<file path="config.mk">
export PLATFORM = sky130hd
export DESIGN_NAME = rc_touch_key_scanner_flat
export DESIGN_NICKNAME = d
export VERILOG_FILES = /design/src/rtl/rcts_pkg.sv /design/src/rtl/rcts_if.sv /design/src/rtl/rc_touch_key_scanner.sv /design/src/rtl/rcts_cfg_regs.sv /design/src/rtl/rcts_burst_ctrl.sv /design/src/rtl/rcts_key_bank.sv /design/src/flat_wrapper.sv
export VERILOG_INCLUDE_DIRS = /design/src /design/src/rtl
export SDC_FILE = /design/constraint.sdc
export NUM_CORES = 1
export LEC_CHECK = 0
export BUFFER_PORTS_ARGS = -buffer_cell sky130_fd_sc_hd__buf_2
export CORE_UTILIZATION = 55
export CTS_CLUSTER_DIAMETER = 120
export DETAILED_ROUTE_END_ITERATION = 10
export PLACE_DENSITY = 0.68
export SLEW_MARGIN = 20
export SYNTH_ARGS = -nofsm -noshare
export SYNTH_HDL_FRONTEND = slang
export SYNTH_SLANG_ARGS = --single-unit
</file>
<file path="constraint.sdc">
create_clock -name clk -period 9.1 [get_ports clk]
set_clock_uncertainty 0.1 [all_clocks]
set_input_delay 0.91 -clock clk [delete_from_list [all_inputs] [get_ports clk]]
set_output_delay 0.91 -clock clk [all_outputs]
set_load 0.05 [all_outputs]
</file>
<file path="src/rtl/rc_touch_key_scanner_assert.svh">
// Assertion macros used by the touch key scanner top level.
`ifndef RC_TOUCH_KEY_SCANNER_ASSERT_SVH
`define RC_TOUCH_KEY_SCANNER_ASSERT_SVH
`ifndef ASSERT_OFF
// Same-cycle implication.
`define RCTS_ASSERT_IMPL(lbl, clk, rst, ante, cons) \
  lbl: assert property (@(posedge clk) disable iff (rst) (ante) |-> (cons)) \
    else $error("touch key scanner check failed");
// Next-cycle implication.
`define RCTS_ASSERT_NEXT(lbl, clk, rst, ante, cons) \
  lbl: assert property (@(posedge clk) disable iff (rst) (ante) |=> (cons)) \
    else $error("touch key scanner check failed");
`else
`define RCTS_ASSERT_IMPL(lbl, clk, rst, ante, cons)
`define RCTS_ASSERT_NEXT(lbl, clk, rst, ante, cons)
`endif
`endif

</file>
<file path="src/rtl/rcts_pkg.sv">
// Shared types and constants of the RC touch key scanner.
`timescale 1ns / 1ps
`default_nettype none
package rcts_pkg;

  localparam int NUM_KEYS_DEF    = 4;
  localparam int MAX_SAMPLES_DEF = 512;
  localparam int BURSTS_DEF      = 5;
  localparam int PRESS_VOTES     = 3;

  localparam int THRESH_W   = 9;
  localparam int HOLDOFF_W  = 16;
  localparam int HIST_W     = 8;
  localparam int KEY_SEL_W  = 2;
  localparam int CFG_IDX_W  = 2;
  localparam int CFG_DATA_W = 16;

  localparam logic [THRESH_W-1:0]  CHARGE_TH_RESET    = 9'd4;
  localparam logic [THRESH_W-1:0]  DISCHARGE_TH_RESET = 9'd8;
  localparam logic [HOLDOFF_W-1:0] HOLDOFF_RESET      = 16'd43;

  typedef enum logic [1:0] {
    VERDICT_RELEASED    = 2'd0,
    VERDICT_TOUCHED     = 2'd1,
    VERDICT_UNDECIDABLE = 2'd2
  } verdict_t;

  typedef enum logic [CFG_IDX_W-1:0] {
    REG_CHARGE_TH       = 2'd0,
    REG_DISCHARGE_TH    = 2'd1,
    REG_RELEASE_HOLDOFF = 2'd2
  } cfg_reg_t;

  typedef struct packed {
    logic [THRESH_W-1:0]  charge_th;
    logic [THRESH_W-1:0]  discharge_th;
    logic [HOLDOFF_W-1:0] holdoff;
  } cfg_t;

  // Outcome of the burst sequencer for the request being processed.
  typedef struct packed {
    logic finish;  // last burst of the current key ended
    logic press;   // enough touched votes
    logic none;    // no touched vote at all
  } scan_event_t;

endpackage
`default_nettype wire

</file>
<file path="src/rtl/rcts_if.sv">
// Handshake channel interfaces of the RC touch key scanner.
`timescale 1ns / 1ps
`default_nettype none
interface rcts_in_if;
  logic valid;
  logic ready;
  logic sense_level;
  logic ms_tick;
  modport source (output valid, sense_level, ms_tick, input ready);
  modport sink (input valid, sense_level, ms_tick, output ready);
endinterface

interface rcts_out_if;
  import rcts_pkg::*;
  logic                 valid;
  logic                 ready;
  logic                 drive_level;
  logic [KEY_SEL_W-1:0] key_select;
  logic                 status_valid;
  logic [1:0]           verdict;
  logic [HIST_W-1:0]    history;
  modport source (output valid, drive_level, key_select, status_valid, verdict, history,
                  input ready);
  modport sink (input valid, drive_level, key_select, status_valid, verdict, history,
                output ready);
endinterface

interface rcts_cfg_if;
  import rcts_pkg::*;
  logic                  valid;
  logic                  ready;
  logic [CFG_IDX_W-1:0]  index;
  logic [CFG_DATA_W-1:0] data;
  modport source (output valid, index, data, input ready);
  modport sink (input valid, index, data, output ready);
endinterface
`default_nettype wire

</file>
<file path="src/rtl/rc_touch_key_scanner.sv">
// RC touch key scanner top level: input and result registers around the scan logic.
`timescale 1ns / 1ps
`default_nettype none
`include "rc_touch_key_scanner_assert.svh"
// The scanner takes one sense sample per request on the sample channel and returns
// exactly one result per request: the drive level and key to use for the next sample,
// and, when a key has just finished its bursts, its verdict and 8-bit history. A new
// request is accepted every clock cycle while the result channel is not stalled; each
// request goes through an input register and a result register. Sustained rate is one
// request per cycle when the result channel is not stalled, set by the combinational
// update of the burst sequencer and key state between those registers.
// Configuration writes on the cfg channel are always accepted and then registered.
module rc_touch_key_scanner #(
  parameter int NUM_KEYS    = rcts_pkg::NUM_KEYS_DEF,
  parameter int MAX_SAMPLES = rcts_pkg::MAX_SAMPLES_DEF,
  parameter int BURSTS      = rcts_pkg::BURSTS_DEF
) (
  input  logic        clk,
  input  logic        rst,
  rcts_in_if.sink     sample,
  rcts_out_if.source  result,
  rcts_cfg_if.sink    cfg
);
  import rcts_pkg::*;

  localparam int KEY_W = (NUM_KEYS > 1) ? $clog2(NUM_KEYS) : 1;

  cfg_t        regs;
  scan_event_t evt;
  verdict_t    verdict;
  logic [HIST_W-1:0] hist;
  logic [KEY_W-1:0]  key_cur;
  logic [KEY_W-1:0]  key_upd;
  logic              discharge_upd;

  logic in_valid_q;
  logic sense_q;
  logic tick_q;
  logic out_valid_q;
  logic advance;

  logic                 drive_q;
  logic [KEY_SEL_W-1:0] key_sel_q;
  logic                 status_q;
  logic [1:0]           verdict_q;
  logic [HIST_W-1:0]    hist_q;

  // A request moves from the input register to the result register when the
  // result register is empty or being drained this cycle.
  assign advance      = in_valid_q && (!out_valid_q || result.ready);
  assign sample.ready = !in_valid_q || advance;

  rcts_cfg_regs u_cfg (
    .clk  (clk),
    .rst  (rst),
    .cfg  (cfg),
    .regs (regs)
  );

  rcts_burst_ctrl #(
    .NUM_KEYS    (NUM_KEYS),
    .MAX_SAMPLES (MAX_SAMPLES),
    .BURSTS      (BURSTS)
  ) u_burst (
    .clk           (clk),
    .rst           (rst),
    .step          (advance),
    .sense         (sense_q),
    .regs          (regs),
    .evt           (evt),
    .key_cur       (key_cur),
    .key_upd       (key_upd),
    .discharge_upd (discharge_upd)
  );

  rcts_key_bank #(
    .NUM_KEYS (NUM_KEYS)
  ) u_bank (
    .clk     (clk),
    .rst     (rst),
    .step    (advance),
    .tick    (tick_q),
    .key     (key_cur),
    .evt     (evt),
    .holdoff (regs.holdoff),
    .verdict (verdict),
    .hist    (hist)
  );

  always_ff @(posedge clk) begin
    if (rst) begin
      in_valid_q  <= 1'b0;
      out_valid_q <= 1'b0;
    end else begin
      if (sample.valid && sample.ready) begin
        in_valid_q <= 1'b1;
      end else if (advance) begin
        in_valid_q <= 1'b0;
      end
      if (advance) begin
        out_valid_q <= 1'b1;
      end else if (result.ready) begin
        out_valid_q <= 1'b0;
      end
    end
  end

  always_ff @(posedge clk) begin
    if (sample.valid && sample.ready) begin
      sense_q <= sample.sense_level;
      tick_q  <= sample.ms_tick;
    end
    if (advance) begin
      drive_q   <= !discharge_upd;
      key_sel_q <= KEY_SEL_W'(key_upd);
      status_q  <= evt.finish;
      verdict_q <= evt.finish ? verdict : VERDICT_RELEASED;
      hist_q    <= evt.finish ? hist : '0;
    end
  end

  assign result.valid        = out_valid_q;
  assign result.drive_level  = drive_q;
  assign result.key_select   = key_sel_q;
  assign result.status_valid = status_q;
  assign result.verdict      = verdict_q;
  assign result.history      = hist_q;

  `RCTS_ASSERT_IMPL(a_idle_result_clear, clk, rst, result.valid && !result.status_valid, result.verdict == VERDICT_RELEASED && result.history == '0)
  `RCTS_ASSERT_IMPL(a_touch_sets_newest, clk, rst, result.valid && result.status_valid && result.verdict == VERDICT_TOUCHED, result.history[0])
  `RCTS_ASSERT_NEXT(a_stalled_request_kept, clk, rst, in_valid_q && !advance, in_valid_q)

endmodule
`default_nettype wire

</file>
<file path="src/rtl/rcts_cfg_regs.sv">
// Configuration register file: thresholds and release hold-off.
`timescale 1ns / 1ps
`default_nettype none
module rcts_cfg_regs (
  input  logic          clk,
  input  logic          rst,
  rcts_cfg_if.sink      cfg,
  output rcts_pkg::cfg_t regs
);
  import rcts_pkg::*;

  cfg_t cfg_q;

  assign cfg.ready = 1'b1;
  assign regs      = cfg_q;

  always_ff @(posedge clk) begin
    if (rst) begin
      cfg_q.charge_th    <= CHARGE_TH_RESET;
      cfg_q.discharge_th <= DISCHARGE_TH_RESET;
      cfg_q.holdoff      <= HOLDOFF_RESET;
    end else if (cfg.valid) begin
      case (cfg_reg_t'(cfg.index))
        REG_CHARGE_TH:       cfg_q.charge_th    <= cfg.data[THRESH_W-1:0];
        REG_DISCHARGE_TH:    cfg_q.discharge_th <= cfg.data[THRESH_W-1:0];
        REG_RELEASE_HOLDOFF: cfg_q.holdoff      <= cfg.data[HOLDOFF_W-1:0];
        default: ;
      endcase
    end
  end

endmodule
`default_nettype wire

</file>
<file path="src/rtl/rcts_burst_ctrl.sv">
// Burst sequencer: charge/discharge timing, voting and key rotation.
`timescale 1ns / 1ps
`default_nettype none
module rcts_burst_ctrl #(
  parameter int NUM_KEYS    = rcts_pkg::NUM_KEYS_DEF,
  parameter int MAX_SAMPLES = rcts_pkg::MAX_SAMPLES_DEF,
  parameter int BURSTS      = rcts_pkg::BURSTS_DEF,
  localparam int KEY_W      = (NUM_KEYS > 1) ? $clog2(NUM_KEYS) : 1
) (
  input  logic                  clk,
  input  logic                  rst,
  input  logic                  step,
  input  logic                  sense,
  input  rcts_pkg::cfg_t        regs,
  output rcts_pkg::scan_event_t evt,
  output logic [KEY_W-1:0]      key_cur,
  output logic [KEY_W-1:0]      key_upd,
  output logic                  discharge_upd
);
  import rcts_pkg::*;

  localparam int CNT_W   = $clog2(MAX_SAMPLES + 1);
  localparam int BURST_W = $clog2(BURSTS + 1);
  localparam int VOTE_MAX = (BURSTS > PRESS_VOTES) ? BURSTS : PRESS_VOTES;
  localparam int VOTE_W  = $clog2(VOTE_MAX + 1);
  localparam int CMP_W   = (CNT_W > THRESH_W) ? CNT_W : THRESH_W;

  logic [KEY_W-1:0]   scan_key, scan_key_next;
  logic [BURST_W-1:0] burst_index, burst_index_next;
  logic               discharge_phase, discharge_phase_next;
  logic [CNT_W-1:0]   sample_count, sample_count_next;
  logic [CNT_W-1:0]   charge_delay, charge_delay_next;
  logic [VOTE_W-1:0]  vote_count, vote_count_next;

  logic [CNT_W-1:0]  cnt_inc;
  logic              cap;
  logic              dis_done;
  logic [CNT_W-1:0]  dis_delay;
  logic              vote;
  logic [VOTE_W-1:0] vote_total;
  logic              last_burst;

  assign cnt_inc = sample_count + CNT_W'(1);
  // A phase that reaches the sample cap ends with a delay equal to the cap.
  assign cap        = (cnt_inc == CNT_W'(MAX_SAMPLES));
  assign dis_done   = !sense || cap;
  assign dis_delay  = sense ? cnt_inc : sample_count;
  assign vote       = (CMP_W'(charge_delay) > CMP_W'(regs.charge_th)) &&
                      (CMP_W'(dis_delay) > CMP_W'(regs.discharge_th)) &&
                      (charge_delay != CNT_W'(MAX_SAMPLES)) &&
                      (dis_delay != CNT_W'(MAX_SAMPLES));
  assign vote_total = vote_count + VOTE_W'(vote);
  assign last_burst = (burst_index == BURST_W'(BURSTS - 1));

  assign evt.finish    = discharge_phase && dis_done && last_burst;
  assign evt.press     = (vote_total >= VOTE_W'(PRESS_VOTES));
  assign evt.none      = (vote_total == '0);
  assign key_cur       = scan_key;
  assign key_upd       = scan_key_next;
  assign discharge_upd = discharge_phase_next;

  always_comb begin
    scan_key_next        = scan_key;
    burst_index_next     = burst_index;
    discharge_phase_next = discharge_phase;
    sample_count_next    = sample_count;
    charge_delay_next    = charge_delay;
    vote_count_next      = vote_count;
    if (step) begin
      if (!discharge_phase) begin
        if (sense || cap) begin
          charge_delay_next    = sense ? sample_count : cnt_inc;
          discharge_phase_next = 1'b1;
          sample_count_next    = '0;
        end else begin
          sample_count_next = cnt_inc;
        end
      end else if (dis_done) begin
        discharge_phase_next = 1'b0;
        sample_count_next    = '0;
        if (last_burst) begin
          burst_index_next  = '0;
          vote_count_next   = '0;
          charge_delay_next = '0;
          scan_key_next     = (scan_key == KEY_W'(NUM_KEYS - 1)) ? '0
                                                                 : scan_key + KEY_W'(1);
        end else begin
          burst_index_next = burst_index + BURST_W'(1);
          vote_count_next  = vote_total;
        end
      end else begin
        sample_count_next = cnt_inc;
      end
    end
  end

  always_ff @(posedge clk) begin
    if (rst) begin
      scan_key        <= '0;
      burst_index     <= '0;
      discharge_phase <= 1'b0;
      sample_count    <= '0;
      charge_delay    <= '0;
      vote_count      <= '0;
    end else begin
      scan_key        <= scan_key_next;
      burst_index     <= burst_index_next;
      discharge_phase <= discharge_phase_next;
      sample_count    <= sample_count_next;
      charge_delay    <= charge_delay_next;
      vote_count      <= vote_count_next;
    end
  end

endmodule
`default_nettype wire

</file>
<file path="src/rtl/rcts_key_bank.sv">
// Per-key status history and press timers, with the end-of-key verdict.
`timescale 1ns / 1ps
`default_nettype none
module rcts_key_bank #(
  parameter int NUM_KEYS = rcts_pkg::NUM_KEYS_DEF,
  localparam int KEY_W   = (NUM_KEYS > 1) ? $clog2(NUM_KEYS) : 1
) (
  input  logic                         clk,
  input  logic                         rst,
  input  logic                         step,
  input  logic                         tick,
  input  logic [KEY_W-1:0]             key,
  input  rcts_pkg::scan_event_t        evt,
  input  logic [rcts_pkg::HOLDOFF_W-1:0] holdoff,
  output rcts_pkg::verdict_t           verdict,
  output logic [rcts_pkg::HIST_W-1:0]  hist
);
  import rcts_pkg::*;

  logic [HIST_W-1:0]    key_history [NUM_KEYS];
  logic [HIST_W-1:0]    key_history_next [NUM_KEYS];
  logic [HOLDOFF_W-1:0] since_press_ms [NUM_KEYS];
  logic [HOLDOFF_W-1:0] since_press_ms_next [NUM_KEYS];

  always_comb begin
    key_history_next = key_history;
    for (int k = 0; k < NUM_KEYS; k++) begin
      since_press_ms_next[k] = since_press_ms[k];
      if (step && tick && (since_press_ms[k] != '1)) begin
        since_press_ms_next[k] = since_press_ms[k] + HOLDOFF_W'(1);
      end
    end

    if (evt.press) begin
      verdict = VERDICT_TOUCHED;
    end else if (evt.none) begin
      verdict = VERDICT_RELEASED;
    end else begin
      verdict = VERDICT_UNDECIDABLE;
    end

    // The tick above is applied first, so the release check sees the new count.
    if (step && evt.finish) begin
      if (evt.press) begin
        key_history_next[key]    = {key_history[key][HIST_W-2:0], 1'b1};
        since_press_ms_next[key] = '0;
      end else if (evt.none && (since_press_ms_next[key] > holdoff)) begin
        key_history_next[key] = {key_history[key][HIST_W-2:0], 1'b0};
      end
    end
    hist = key_history_next[key];
  end

  always_ff @(posedge clk) begin
    if (rst) begin
      for (int k = 0; k < NUM_KEYS; k++) begin
        key_history[k]    <= '0;
        since_press_ms[k] <= '0;
      end
    end else begin
      key_history    <= key_history_next;
      since_press_ms <= since_press_ms_next;
    end
  end

endmodule
`default_nettype wire

</file>
<file path="src/flat_wrapper.sv">
// flat-port wrapper written by rule: the top's interface ports become plain ports
module rc_touch_key_scanner_flat import rcts_pkg::*;
#(
  parameter int NUM_KEYS    = rcts_pkg::NUM_KEYS_DEF,
  parameter int MAX_SAMPLES = rcts_pkg::MAX_SAMPLES_DEF,
  parameter int BURSTS      = rcts_pkg::BURSTS_DEF
)
  (clk, rst, sample_valid, sample_sense_level, sample_ms_tick, sample_ready, result_valid, result_drive_level, result_key_select, result_status_valid, result_verdict, result_history, result_ready, cfg_valid, cfg_index, cfg_data, cfg_ready);
  rcts_in_if sample_i ();
  rcts_out_if result_i ();
  rcts_cfg_if cfg_i ();
  input  logic clk;
  input  logic rst;
  input wire logic [$bits(sample_i.valid)-1:0] sample_valid;
  input wire logic [$bits(sample_i.sense_level)-1:0] sample_sense_level;
  input wire logic [$bits(sample_i.ms_tick)-1:0] sample_ms_tick;
  output wire logic [$bits(sample_i.ready)-1:0] sample_ready;
  output wire logic [$bits(result_i.valid)-1:0] result_valid;
  output wire logic [$bits(result_i.drive_level)-1:0] result_drive_level;
  output wire logic [$bits(result_i.key_select)-1:0] result_key_select;
  output wire logic [$bits(result_i.status_valid)-1:0] result_status_valid;
  output wire logic [$bits(result_i.verdict)-1:0] result_verdict;
  output wire logic [$bits(result_i.history)-1:0] result_history;
  input wire logic [$bits(result_i.ready)-1:0] result_ready;
  input wire logic [$bits(cfg_i.valid)-1:0] cfg_valid;
  input wire logic [$bits(cfg_i.index)-1:0] cfg_index;
  input wire logic [$bits(cfg_i.data)-1:0] cfg_data;
  output wire logic [$bits(cfg_i.ready)-1:0] cfg_ready;
  assign sample_i.valid = sample_valid;
  assign sample_i.sense_level = sample_sense_level;
  assign sample_i.ms_tick = sample_ms_tick;
  assign sample_ready = sample_i.ready;
  assign result_valid = result_i.valid;
  assign result_drive_level = result_i.drive_level;
  assign result_key_select = result_i.key_select;
  assign result_status_valid = result_i.status_valid;
  assign result_verdict = result_i.verdict;
  assign result_history = result_i.history;
  assign result_i.ready = result_ready;
  assign cfg_i.valid = cfg_valid;
  assign cfg_i.index = cfg_index;
  assign cfg_i.data = cfg_data;
  assign cfg_ready = cfg_i.ready;
  rc_touch_key_scanner #(.NUM_KEYS(NUM_KEYS), .MAX_SAMPLES(MAX_SAMPLES), .BURSTS(BURSTS)) u_core (.clk(clk), .rst(rst), .sample(sample_i), .result(result_i), .cfg(cfg_i));
endmodule
</file>
==> results.tsv <==
metric	value	unit
Synth Area per Inst	8.71	um^2
#FFs+latches synth	177	
share of layout cells above drive strength 1	10.3	%
Post-DP HPWL	16200	um
gp weighted congestion	0.927	
largest net degree at the start of global routing	102	
ys async rst share	0	%
WHS Endpoint	u_core.u_cfg.regs[11]$_SDFFE_PP0P_	
CP max stage delay	630	ps
Top Ports	42	
Max-Cap Viols	0	
final instance area	10300	um^2
Crit. End Element	register	
Total GRT Usage	26.8	%
Reg clk slew, reported paths	70	ps
Hold Path Stages	2	
most common cell in the netlist	nor2_1	
CTS tree	done	
final net count	1167	
Crit path depth	18	
status	complete, no violations	
reg2reg start	u_core.u_burst.sample_count[0]$_SDFFE_PP0N_	
Post-CTS Resized	0	
Synth cell types	69	
area fraction in compound gates after synthesis	12.0	%
cell taking the most area after synthesis	dfxtp_1	
post-route ant nets	0	
Setup TNS Final	0	ps
part of the cycle the worst path needs	67.4	%
simple-gate share of the synthesized area	22.4	%
yosys warns	0	
Hold Crit Start	u_core.u_cfg.regs[11]$_SDFFE_PP0P_	
DRT iter0 DRCs	494	
Remaining Overflow, GRT	0	
routed vias	7730	
final core utilization	61.8	%
R2R depth	20	
Post-synth EDFFs	16	
setup bufs post-CTS	0	
PwrDens	157	nW/um^2
Initial Util	56.6	%
# rows	47	
first-pass GRT wire length	37200	um
RSZ-0062 raised after global routing	no	
worst path cell trace	buf_2 -> nand2b_1 -> nand3_1 -> a31o_2 -> nor3_1 -> nand2_1 -> xor2_1 -> o22ai_1 -> or2_2 -> ha_1 -> nand4_1 -> nor4_1 -> nor4_1 -> o31a_1 -> o211ai_2 -> mux2_2 -> o2111ai_1 -> or4b_1	
xor/xnor share of the synthesized area	7.13	%
CP Max Fanout	15	
Crit path max-delay family	simple AND/OR/NAND/NOR gates	
DRC errors left	0	
Die Y-Extent	133	um
vias in the first global route	7161	
Slew HR	29.3	%
worst min-delay path class	reg -> reg	
Antenna Cells	0	
worst endpoint data arrival time	6200	ps
CP Data Required Time	9170	ps
r2r endpoint	u_core.result.history[6]$_SDFFCE_PN0N_	
latest clock arrival within the worst-skew pair	440	ps
cts bufs inserted	17	
syn nets	1158	
hold-fix buffers at CTS	0	
Clock Path Buffers	2	
Worst-Margin Slew	1060	ps
Syn-to-layout area delta	9.17	%
Main synth FF type	dfxtp_1	
post-synthesis sequential area ratio	39.2	%
placed cell area	9740	um^2
Tmin final	6130	ps
synth cell count leaders	nor2_1 (183), dfxtp_1 (161), nand2_1 (84)	
clock sinks	177	
count of pins over their slew limit	0	
most used cell along the critical path	nor4_1	
top-area cell type share of the netlist area	34.1	%
Pwr Total	1.62	mW
VDD IR max	0.144	mV
mux cell area share after synthesis	8.58	%
buffers and inverters on the worst path	1	
Routed WL per cell	17.1	um
Lkg Pwr	4.14	nW
Die X	133	um
Hold Fails Final Rpt	0	
Core Footprint	16700	um^2
H-tree depth	4	
fmax	0.163	GHz
post-synth design cell area	9450	um^2
Port Buffer Count	40	
final wirelength	22800	um
slowest stage cell on the critical path	o211ai_2	
Setup-failing EPs final	0	
via-per-instance ratio	5.82	
Die ar.	17700	um^2
DR pass1 iterations	5	
R2R Setup Slk	3140	ps
critical path class	in -> reg	
Root Buffer	clkbuf_16	
Post-Synthesis Cells	1086	
Setup crit start kind	input port	
largest family of logic cells by synthesized area	simple AND/OR/NAND/NOR gates	
initial antenna violation count	0	
largest cells by area after synthesis	dfxtp_1 (34%), nor2_1 (7.3%), ha_1 (6.2%)	
Post-Synth Adder-Cell Area	6.22	%
[how the worst max path moves through the flow]
stage          slack [ps]          from                                      to
2_1_floorplan        3800  result_ready  u_core.result.history[6]$_SDFFCE_PN0N_
3_3_place_gp         2880  result_ready  u_core.result.history[6]$_SDFFCE_PN0N_
3_5_place_dp         2640  result_ready  u_core.result.history[6]$_SDFFCE_PN0N_
4_1_cts              3030  result_ready  u_core.result.history[6]$_SDFFCE_PN0N_
5_1_grt              2610  result_ready  u_core.result.history[6]$_SDFFCE_PN0N_
6_report             2970  result_ready  u_core.result.history[6]$_SDFFCE_PN0N_
[routing by layer]
metal  track usage (%)  share of wire [%]  vias up
li1                  -                  -     3829
met1              37.9                 48     3644
met2              41.1                 44      218
met3              3.84                4.8       39
met4              10.7                2.9        0
met5                 0                  0        -
[power by group]
| part | internal [mW] | leakage (nW) | switching (mW) |
|---|---|---|---|
| clock network | 0.404 | 0.283 | 0.324 |
| registers | 0.796 | 1.45 | 0.00879 |
| logic | 0.0271 | 2.41 | 0.0588 |
| total | 1.23 | 4.14 | 0.391 |
[layout make-up]
cell class,instances,area (um^2)
fill,1463,6380
multi-input combinational,804,5330
sequential,177,3700
clock buffer,19,464
tap,220,275
timing repair buffer,44,233
inverter,51,191
clock inverter,13,121
[metrics by stage]
step | instances | setup WS, ps | hold slack (ps)
floorplan | 1086 | 3800 | 336
global placement | 1296 | 2880 | 343
detailed placement | 1296 | 2640 | 347
CTS | 1328 | 3030 | 357
global route | 1328 | 2610 | 368
finish | 1328 | 2970 | 355
[logic make-up (layout without fill, tap and decap cells)]
group,count (synthesis),after routing
xor+xnor,77,77
buf+inv,105,127
mux,68,68
compound gates,166,166
other cells,1,1
simple gates,445,445
flops,177,177
fa+ha+maj,47,47
[worst min-delay path: stages (launching register included)]
cell	delay, ps
dfxtp_1	310
nand2_1	50
a21oi_1	50
[placed cells by master, fill, tap and decap left out, drive strengths merged, types with 24 or more instances in the layout]
cell | Yosys | routed
nor2 | 183 | 183
nand3 | 28 | 28
ha | 47 | 47
a21oi | 57 | 57
nand2 | 84 | 84
dfxtp | 161 | 161
nand4 | 24 | 24
inv | 50 | 56
xor2 | 38 | 38
xnor2 | 39 | 39
buf | 13 | 44
mux2i | 48 | 48
[registers in the layout, summed over array words and instances (netlist names), 2 cells and up]
name / flops
u_core.u_bank.key_history: 32
u_core.u_bank.since_press_ms: 64
u_core.u_burst.key_cur: 2
u_core.u_cfg.regs: 34
u_core.u_burst.vote_count: 3
u_core.result.key_select: 2
u_core.u_burst.burst_index: 3
u_core.u_burst.sample_count: 10
u_core.result.history: 8
u_core.u_burst.charge_delay: 10
u_core.result.verdict: 2
Note: power is estimated with default switching activity, not from simulation.
